$ cat config.mk
export PLATFORM = sky130hd
export DESIGN_NAME = mlp_ctrl
export DESIGN_NICKNAME = d
export VERILOG_FILES = /design/src/mlp_pkg.sv /design/src/mlp_ctrl.sv
export SDC_FILE = /design/constraint.sdc
export NUM_CORES = 1
export LEC_CHECK = 0
export BUFFER_PORTS_ARGS = -buffer_cell sky130_fd_sc_hd__buf_2
export CORE_MARGIN = 2
export CORE_UTILIZATION = 45
export CTS_BUF_LIST = sky130_fd_sc_hd__clkbuf_8
export DETAILED_ROUTE_END_ITERATION = 6
export GPL_TIMING_DRIVEN = 0
export PLACE_DENSITY = 0.68
export SLEW_MARGIN = 10
export SYNTH_ARGS = -nofsm -noshare
export SYNTH_HDL_FRONTEND = slang
export SYNTH_SLANG_ARGS = --single-unit
$ cat constraint.sdc
create_clock -name clk -period 4.8 [get_ports clk]
set_input_delay 0.96 -clock clk [delete_from_list [all_inputs] [get_ports clk]]
set_output_delay 0.96 -clock clk [all_outputs]
set_load 0.02 [all_outputs]
$ cat src/mlp_pkg.sv
// Shared constants, lamp record layout and controller/datapath interface types
// for the multiplexed lamp persistence block. No dependencies.
`timescale 1ns / 1ps

package mlp_pkg;

  localparam int LAMP_COUNT   = 256;
  localparam int COLUMN_WIDTH = 16;
  localparam int NUM_COLUMNS  = LAMP_COUNT / COLUMN_WIDTH;
  localparam int LAMP_AW      = $clog2(LAMP_COUNT);
  localparam int COL_AW       = $clog2(NUM_COLUMNS);
  localparam int BIT_AW       = $clog2(COLUMN_WIDTH);
  localparam int LVL_W        = 6;
  localparam int STEP_W       = 19;

  localparam logic [22:0] SAT_LIMIT = 23'd5000000;
  // floor(2^24 / 63), used for the divide-by-63 of the timing registers
  localparam logic [18:0] RECIP_63  = 19'd266305;

  localparam logic [23:0] GLOW_RESET = 24'd4651;
  localparam logic [23:0] FADE_RESET = 24'd534883;

  // input item function codes
  localparam logic [1:0] FUNC_COL   = 2'd0;
  localparam logic [1:0] FUNC_TICK  = 2'd1;
  localparam logic [1:0] FUNC_MUX   = 2'd2;
  localparam logic [1:0] FUNC_QUERY = 2'd3;

  // configuration register indexes
  localparam logic [1:0] REG_GLOW      = 2'd0;
  localparam logic [1:0] REG_FADE      = 2'd1;
  localparam logic [1:0] REG_INTENSITY = 2'd2;
  localparam logic [1:0] REG_MUX_DRIVE = 2'd3;

  typedef struct packed {
    logic signed [24:0] on_time;
    logic [22:0]        off_time;
    logic [23:0]        peak_on_time;
    logic signed [24:0] prev_on_time;
    logic [LVL_W-1:0]   held_level;
  } lamp_rec_t;

  localparam int REC_W = $bits(lamp_rec_t);

  typedef struct packed {
    logic               rd_en;
    logic               rd_qry;
    logic [LAMP_AW-1:0] rd_addr;
    logic               chg_wr;
    logic               div_ld;
    logic               corr_ld;
    logic               srch_en;
    logic [2:0]         srch_bit;
    logic               q_fin;
  } mlp_cmd_t;

  typedef struct packed {
    logic charge;
    logic query;
  } mlp_sts_t;

endpackage

$ cat src/mlp_ctrl.sv
// Controller state machine: sequences the charge sweep over all lamps and the
// query steps. Depends on mlp_pkg.
`timescale 1ns / 1ps

module mlp_ctrl (
  input  logic              clk,
  input  logic              rst_n,
  input  logic              start,
  input  mlp_pkg::mlp_sts_t sts,
  output logic              busy,
  output mlp_pkg::mlp_cmd_t cmd
);
  import mlp_pkg::*;

  localparam logic [2:0] S_IDLE  = 3'd0;
  localparam logic [2:0] S_SWEEP = 3'd1;
  localparam logic [2:0] S_QRD   = 3'd2;
  localparam logic [2:0] S_QDIV  = 3'd3;
  localparam logic [2:0] S_QCORR = 3'd4;
  localparam logic [2:0] S_QSRCH = 3'd5;
  localparam logic [2:0] S_QOUT  = 3'd6;

  logic [2:0]       state_r, state_nxt;
  logic [LAMP_AW:0] cnt_r, cnt_nxt;

  assign busy = (state_r != S_IDLE);

  // next state and commands
  always_comb begin
    state_nxt = state_r;
    cnt_nxt   = cnt_r;
    cmd       = '0;
    case (state_r)
      S_IDLE: begin
        cnt_nxt = '0;
        if (start) begin
          if (sts.charge) begin
            state_nxt = S_SWEEP;
          end else if (sts.query) begin
            state_nxt = S_QRD;
          end
        end
      end
      S_SWEEP: begin
        cmd.rd_en   = ~cnt_r[LAMP_AW];
        cmd.rd_addr = cnt_r[LAMP_AW-1:0];
        cmd.chg_wr  = (cnt_r != '0);
        cnt_nxt     = cnt_r + 1'b1;
        if (cnt_r[LAMP_AW]) begin
          state_nxt = S_IDLE;
        end
      end
      S_QRD: begin
        cmd.rd_en  = 1'b1;
        cmd.rd_qry = 1'b1;
        state_nxt  = S_QDIV;
      end
      S_QDIV: begin
        cmd.div_ld = 1'b1;
        state_nxt  = S_QCORR;
      end
      S_QCORR: begin
        cmd.corr_ld = 1'b1;
        cnt_nxt     = (LAMP_AW+1)'(LVL_W - 1);
        state_nxt   = S_QSRCH;
      end
      S_QSRCH: begin
        cmd.srch_en  = 1'b1;
        cmd.srch_bit = cnt_r[2:0];
        cnt_nxt      = cnt_r - 1'b1;
        if (cnt_r == '0) begin
          state_nxt = S_QOUT;
        end
      end
      S_QOUT: begin
        cmd.q_fin = 1'b1;
        state_nxt = S_IDLE;
      end
      default: begin
        state_nxt = S_IDLE;
      end
    endcase
  end

  always_ff @(posedge clk) begin
    if (!rst_n) begin
      state_r <= S_IDLE;
      cnt_r   <= '0;
    end else begin
      state_r <= state_nxt;
      cnt_r   <= cnt_nxt;
    end
  end

endmodule

# Word-level counts from Yosys, hierarchy flattened
# Cells that the tools add are included.
[word_totals]
register_bits = 12
input_bits = 5
word_cells = 35
[classes]
n_addsub = 2
eq_ne = 10
n_mux = 14
bitwise_logic = 1
n_reduce_logical = 6
[ops]
columns = ["cell", "count"]
rows = [
  ["9-bit case mux with 4 select lines", 1],
  ["3-bit case mux with 6 select lines", 1],
  ["3-bit 2-to-1 mux", 5],
  ["9-bit by 1-bit adder with 9-bit output (second input constant)", 1],
  ["3-bit == test (second input constant)", 3],
  ["9-bit zero test", 1],
  ["9-bit 2-to-1 mux", 1],
  ["9-bit nonzero test", 1],
  ["9-bit by 1-bit subtractor with 9-bit output (second input constant)", 1],
  ["3-bit by 2-bit == test with 1-bit output (second input constant)", 2],
  ["2-bit inequality test (second input constant)", 3],
  ["1-bit 2-to-1 mux", 4],
  ["4-bit 2-to-1 mux", 1],
  ["4-bit AND reduction", 1],
  ["4-bit nonzero test", 1],
  ["3-bit by 1-bit == test with 1-bit output (second input constant)", 1],
  ["3-bit zero test", 1],
  ["3-bit inequality test (second input constant)", 1],
  ["3-bit nonzero test", 1],
  ["1-bit case mux with 2 select lines", 1],
  ["1-bit inverter", 1],
]

# Logic depth before layout (Yosys ltp)
# Gate-level depths: netlist of the first run.
[logic_depth]
ltp_word = 4
depth_mapped = 10
ltp_nobuf = 9

# Least setup slack after synthesis of the first run
# Ideal clock, no wire load.
[synth_path]
path_type = "reg2out"
startpoint = "register state_r[2]"
endpoint = "output port cmd[17] (netlist bit)"
arrival_time_ns = 1.358
setup_slack_ns = 2.482
stages_incl_launch_ff = 4
path_buffers = 1
cell_sequence = "dfxtp_1 -> clkbuf_1 -> nor3_1 -> a21o_1"
[synth_lines]
columns = ["element", "line", "text"]
rows = [
  ["start: declaration", "mlp_ctrl.sv:23", "logic [2:0] state_r, state_nxt;"],
  ["start signal: assignment", "mlp_ctrl.sv:90", "state_r <= state_nxt;"],
  ["end: declaration", "mlp_ctrl.sv:11", "output mlp_pkg::mlp_cmd_t cmd"],
]

==> impl_metrics.toml, run 1 <==
[timing]
fin_tns_setup_ps = 0
rsz0062_at_grt = "false"
fin_crit_ps = 2980
fin_skew_ps = 2.65
hold_viol_final = 0
worst_pin_slew_ps = 684
period_share_pct = 62.0
setup_viol = 0
slew_headroom_pct = 54.2
final-max-slew-violation-count = 0
max_freq_ghz = 0.336
final.setup.worst_slack_ps = 1820

[logic_synthesis]
ys_warn_count = 0
synth-seq-cells = 12
yosys_most_used_dff = "dfxtp_1"
synthArstFlopShare_pct = 0
synth_nets = 154
yosysTopAreaCell = "dfxtp_1"
syn_area_um2 = 1060
ys_seq_area_share_pct = 22.7
yosys-top-cells-area = "dfxtp_1 (23%), ha_1 (7.1%), o21ai_0 (6.6%)"
synth_top_cell_area_share_pct = 22.7
synthCells = 142
syn_avg_cell_area_um2 = 7.45
yosysUniqueCellTypes = 40
synth-edff-count = 0

[route]
routed_wl_um = 2640
drt_iter0_drc = 40
remaining_drc_errors = 0
vias_per_cell = 5.63
avgRoutedWirePerCell_um = 13.5
highest_layer = "met4"
met3_length_um = 132
wl_met1_um = 1280
ant_nets = 0
vias = 1103
wl_met2_um = 1190
first_pass_iters = 4

[floorplanning]
fp.dieW_um = 52.5
die_h_um = 52.5
io_pins = 24
initial_utilization_pct = 47.8
die_area_um2 = 2750
rows = 17
core_area_um2 = 2210

[clock_network]
cts_root_buffer = "clkbuf_8"
cts_buffers = 3
clock_sink_count = 12
cts_setup_buffers = 0
ctsHoldBuffers = 0
cts-htree-levels = 1
postCtsResizedCells = 0
clock_path_buffers = 2
path_clk_slew_ps = 50
cts_tree = "done"
insertion_delay_ps = 240

[pwr]
combPwrFrac_pct = 28.3
power_frac_seq_pct = 38.9
p_total_mw = 0.285
power_leakage_nw = 0.594
switchingPower_mw = 0.0955
p_per_area_nw_per_um2 = 228
p_int_mw = 0.189
power.share.switching_pct = 33.5
vdd_drop_max_mv = 0.164
clkPwrFrac_pct = 32.8

[global_route]
grt_pass1_vias = 1034
grt_pass1_wl_um = 4750
gr-usage-all-layers_pct = 23.1
grt_max_degree = 11
antenna_found_initial = 0
gr-total-overflow = 0

[setup_path]
cp.required_ps = 3840
reg2reg_depth = 9
cp.arrival_ps = 2020
end_kind = "primary output"
crit_type = "flop to primary output"
crit_path_max_fanout = 10
start_kind = "flop"

[place]
hpwl_um = 1940
dp_slack_ps = 2070
port_buffers = 23
gp_congestion = 0.833

[layout]
final_util_pct = 56.4
drive_gt1_share_pct = 22.6
fillers = 218
multiInputGateArea_um2 = 749
nets = 182
antenna_cells = 0
syn_to_final_growth_pct = 18.1
regArea_um2 = 240

[worst_hold_path]
hold_depth = 2
hold_class = "flop to flop"

[run_status]
outcome = "finished, final reports clean"

[run]
cap_violations = 0
-- state kept, by name (all words and copies together), names as in the netlist --
signal,cells
cnt_r,9
state_r,3
-- worst paths after layout --
path,end,startpoint,slack [ps]
max,cmd[13],state_r[1]$_SDFFE_PN0P_,1820
min,cnt_r[6]$_SDFFE_PN0P_,cnt_r[6]$_SDFFE_PN0P_,510
max reg2reg,cnt_r[8]$_SDFFE_PN0P_,state_r[2]$_SDFFE_PN0P_,2250
min reg2reg,cnt_r[6]$_SDFFE_PN0P_,cnt_r[6]$_SDFFE_PN0P_,510
-- through the flow --
stage / instances / hold WS, ps / cell area (um2)
2_1_floorplan: 142 / 476 / 1060
3_3_place_gp: 193 / 509 / 1210
3_5_place_dp: 193 / 512 / 1210
4_1_cts: 196 / 519 / 1250
5_1_grt: 196 / 565 / 1250
6_report: 196 / 510 / 1250
-- worst max-delay path: stages (launching register included) --
cell and delay, ps:
dfxtp_1 300, buf_6 130, inv_1 130, nand2_1 90
buf_2 200, nor2_1 540, and2_1 230, buf_2 160
-- final cells by class --
type                       count  share of cell area (%)
clock buffer                   3                    3.31
inverter                       8                    2.40
tap                           28                    2.81
multi-input combinational    115                    60.0
buffer                         7                    3.01
timing repair buffer          23                    9.22
sequential                    12                    19.2
-- routing by layer --
metal | track usage, % | vias up
met4 | 8.97 | 0
met1 | 31.5 | 495
met5 | 0 | -
met2 | 36.9 | 42
li1 | - | 561
met3 | 2.57 | 5
-- synth_stat cells (2+ instances only) --
library cell and n:
nor2_1 15, o21ai_0 14, dfxtp_1 12, nand2_1 11
nor3_1 10, and2_1 9, a21oi_1 7, inv_1 7
ha_1 6, nand3_1 5, a31oi_1 3, buf_2 3
clkbuf_1 3, nor2b_1 3, nor4_1 3, xnor2_1 3
a21o_1 2, o221a_2 2, o311a_1 2, xor2_1 2
-- cell usage in the layout, fill, tap and decap left out, types with 6 or more instances in the layout --
| cell | instances |
|---|---|
| buf_2 | 26 |
| nor2_1 | 15 |
| o21ai_0 | 14 |
| dfxtp_1 | 12 |
| nand2_1 | 11 |
| nor3_1 | 10 |
| and2_1 | 9 |
| inv_1 | 7 |
| a21oi_1 | 7 |
| ha_1 | 6 |
-- cell families after synthesis --
family | synth area share, %
AO/OA/AOI/OAI | 27.5
flip-flops | 22.7
XOR/XNOR | 4.14
adder cells (fa/ha/maj) | 8.99
buffers and inverters | 6.39
AND/OR/NAND/NOR | 30.3
-- power by group through the flow --
| stage | Clock, mW | Combinational, mW | Sequential [mW] |
|---|---|---|---|
| after global routing | 0.0998 | 0.0915 | 0.111 |
| after detailed placement | 0 | 0.0802 | 0.113 |
| after global placement | 0 | 0.0792 | 0.112 |
| after floorplan | 0 | 0.0609 | 0.111 |
| final | 0.0935 | 0.0806 | 0.111 |
| after CTS | 0.0949 | 0.0807 | 0.111 |
Power figures use the tool's default switching activity.
==> inputs of run 2 (changes only) <==
--- a/config.mk
+++ b/config.mk
@@ -5,6 +5,7 @@
 export SDC_FILE = /design/constraint.sdc
 export NUM_CORES = 1
 export LEC_CHECK = 0
+export ABC_AREA = 1
 export BUFFER_PORTS_ARGS = -buffer_cell sky130_fd_sc_hd__buf_2
 export CORE_MARGIN = 2
 export CORE_UTILIZATION = 45
==> constraint.sdc (replaced) <==
create_clock -name clk -period 2.8 [get_ports clk]
set_input_delay 0.56 -clock clk [delete_from_list [all_inputs] [get_ports clk]]
set_output_delay 0.56 -clock clk [all_outputs]
set_load 0.02 [all_outputs]
==> impl_metrics.toml, run 2 <==
[run_status]
outcome = "finished, final reports clean"

[logic_synthesis]
synthArstFlopShare_pct = 0
synth.most_common_cell = "nand2_1"
synthCells = 172
synth-simple-area-share_pct = 43.0
synth_nets = 184
synthMuxAreaShare_pct = 0
yosys_most_used_dff = "dfxtp_1"
synth-edff-count = 0
synth-seq-cells = 12
syn_area_um2 = 1070
synth_top_family_by_area = "simple AND/OR/NAND/NOR gates"
ys_seq_area_share_pct = 22.4
synth_adder_area_share_pct = 8.88
syn_avg_cell_area_um2 = 6.23
synthTopCellsByCount = "nand2_1 (35), inv_1 (25), nor2_1 (25)"
yosysTopAreaCell = "dfxtp_1"
yosys-top-cells-area = "dfxtp_1 (22%), nand2_1 (12%), inv_1 (8.8%)"
yosysUniqueCellTypes = 30
synth_top_cell_area_share_pct = 22.4
ys_warn_count = 0
synth_compound_area_share_pct = 11.9
synthXorXnorAreaFrac_pct = 1.64

[setup_path]
start_kind = "flop"
r2r_slack_ps = 760
crit_path_max_fanout = 10
r2r-end = "cnt_r[5]$_SDFFE_PN0P_"
cpPeakStageDelay_ps = 350
crit_type = "flop to primary output"
path_cells = "inv_4, nand2_1, nor2_1, clkinv_1, o21ai_0, buf_2"
slowest_stage = "dfxtp_1"
r2r_start = "state_r[2]$_SDFFE_PN0P_"
end_kind = "primary output"
cp-startpoint = "state_r[1]$_SDFFE_PN0P_"
cp-endpoint = "cmd[17]"
cp.arrival_ps = 1660
reg2reg_depth = 13
cp.required_ps = 2240

[layout]
layout_common_cells = "nand2_1 (35), inv_1 (25), nor2_1 (25), buf_2 (23), nand3_1 (16)"
layout_commonest_cell = "nand2_1"
nets = 212
drive_gt1_share_pct = 22.6
largest-register = "cnt_r"
largest_register_ffs = 9
antenna_cells = 0
syn_to_final_growth_pct = 19.2
largestRegisters = "cnt_r: 9 flops, state_r: 3 flops"

[timing]
final-max-slew-violation-count = 0
fin_skew_ps = 0.882
period_share_pct = 79.4
slew_headroom_pct = 64.2
final.setup.worst_slack_ps = 578
setup_viol = 0
fin_hold_ws_ps = 500
worst_pin_slew_ps = 535
max_freq_ghz = 0.450
rsz0062_at_grt = "false"
fin_crit_ps = 2220
fin_tns_setup_ps = 0
hold_viol_final = 0

[clock_network]
cts_tree = "done"
cts-htree-levels = 1
ctsHoldBuffers = 0
cts_setup_buffers = 0
clock_path_buffers = 2
postCtsResizedCells = 0
insertion_delay_ps = 240
path_clk_slew_ps = 60
clock_sink_count = 12
cts_buffers = 3
cts_root_buffer = "clkbuf_8"

[pwr]
power_leakage_nw = 0.688
vdd_drop_max_mv = 0.713
p_per_area_nw_per_um2 = 833

[place]
hpwl_um = 2030
port_buffers = 23
gp_congestion = 0.865
dp_slack_ps = 769

[global_route]
gr-usage-all-layers_pct = 20.8
grt_pass1_vias = 1034
gr-total-overflow = 0
antenna_found_initial = 0
grt_pass1_wl_um = 4350
grt_max_degree = 11

[route]
vias_per_cell = 5.16
first_pass_iters = 4
drt_iter0_drc = 22
routed_wl_um = 2570
ant_nets = 0
vias = 1172
remaining_drc_errors = 0
avgRoutedWirePerCell_um = 11.3

[floorplanning]
fp.dieW_um = 52.8
die_area_um2 = 2790
io_pins = 24
die_h_um = 52.8
initial_utilization_pct = 48.0
rows = 17
core_area_um2 = 2230

[worst_hold_path]
hold_class = "flop to flop"

[run]
cap_violations = 0
==> run 2: metal layers <==
| layer | GRT usage, % | vias up | part of all wire [%] |
|---|---|---|---|
| li1 | - | 611 | - |
| met1 | 27.0 | 533 | 47 |
| met2 | 36.3 | 26 | 48 |
| met3 | 2.57 | 2 | 4.5 |
| met4 | 5.13 | 0 | 0.39 |
| met5 | 0 | - | 0 |
==> run 2: stage by stage <==
stage	power (mW)	std cells	instance area (um2)	util, %
2_1_floorplan	0.718	172	1070	-
3_3_place_gp	0.871	223	1220	54.7
3_5_place_dp	0.872	223	1220	54.7
4_1_cts	1.07	227	1280	57.1
5_1_grt	1.16	227	1280	57.1
6_report	1.06	227	1280	57.1
==> run 2: how the worst min path moves through the flow <==
stage / startpoint / end / slack (ps) / cells past startpoint
final: cnt_r[6]$_SDFFE_PN0P_ / cnt_r[6]$_SDFFE_PN0P_ / 500 / 2
after CTS: cnt_r[6]$_SDFFE_PN0P_ / cnt_r[6]$_SDFFE_PN0P_ / 500 / 2
after detailed placement: cnt_r[6]$_SDFFE_PN0P_ / cnt_r[6]$_SDFFE_PN0P_ / 490 / 2
after floorplan: cnt_r[6]$_SDFFE_PN0P_ / cnt_r[6]$_SDFFE_PN0P_ / 460 / 2
after global routing: cnt_r[6]$_SDFFE_PN0P_ / cnt_r[6]$_SDFFE_PN0P_ / 530 / 2
after global placement: cnt_r[6]$_SDFFE_PN0P_ / cnt_r[6]$_SDFFE_PN0P_ / 480 / 2
==> run 2: cell families (layout without fill, tap and decap cells) <==
group / after synthesis / count (layout)
compound gates: 23 / 23
xor+xnor: 2 / 2
fa+ha+maj: 7 / 7
buf+inv: 32 / 59
flops: 12 / 12
simple gates: 96 / 96
==> run 2: critical path, delay by kind of cell, from the launching register on <==
family | cells | cell delay (ps)
AND/OR/NAND/NOR | 2 | 280
flip-flops | 1 | 350
buffers and inverters | 3 | 570
AO/OA/AOI/OAI | 1 | 220
==> run 2: cell type report <==
class | count | area [um2]
Fill cell | 248 | 957
Multi-Input combinational cell | 128 | 701
Sequential cell | 12 | 240
Timing Repair Buffer | 23 | 115
Inverter | 29 | 111
Clock buffer | 4 | 55.1
Tap cell | 28 | 35.0
Buffer | 3 | 18.8
==> run 2: where the power goes <==
part           total [mW]  internal, mW  switching [mW]
registers           0.228         0.203          0.0251
logic               0.645         0.197           0.448
clock network       0.190         0.124          0.0656
total                1.06         0.525           0.538
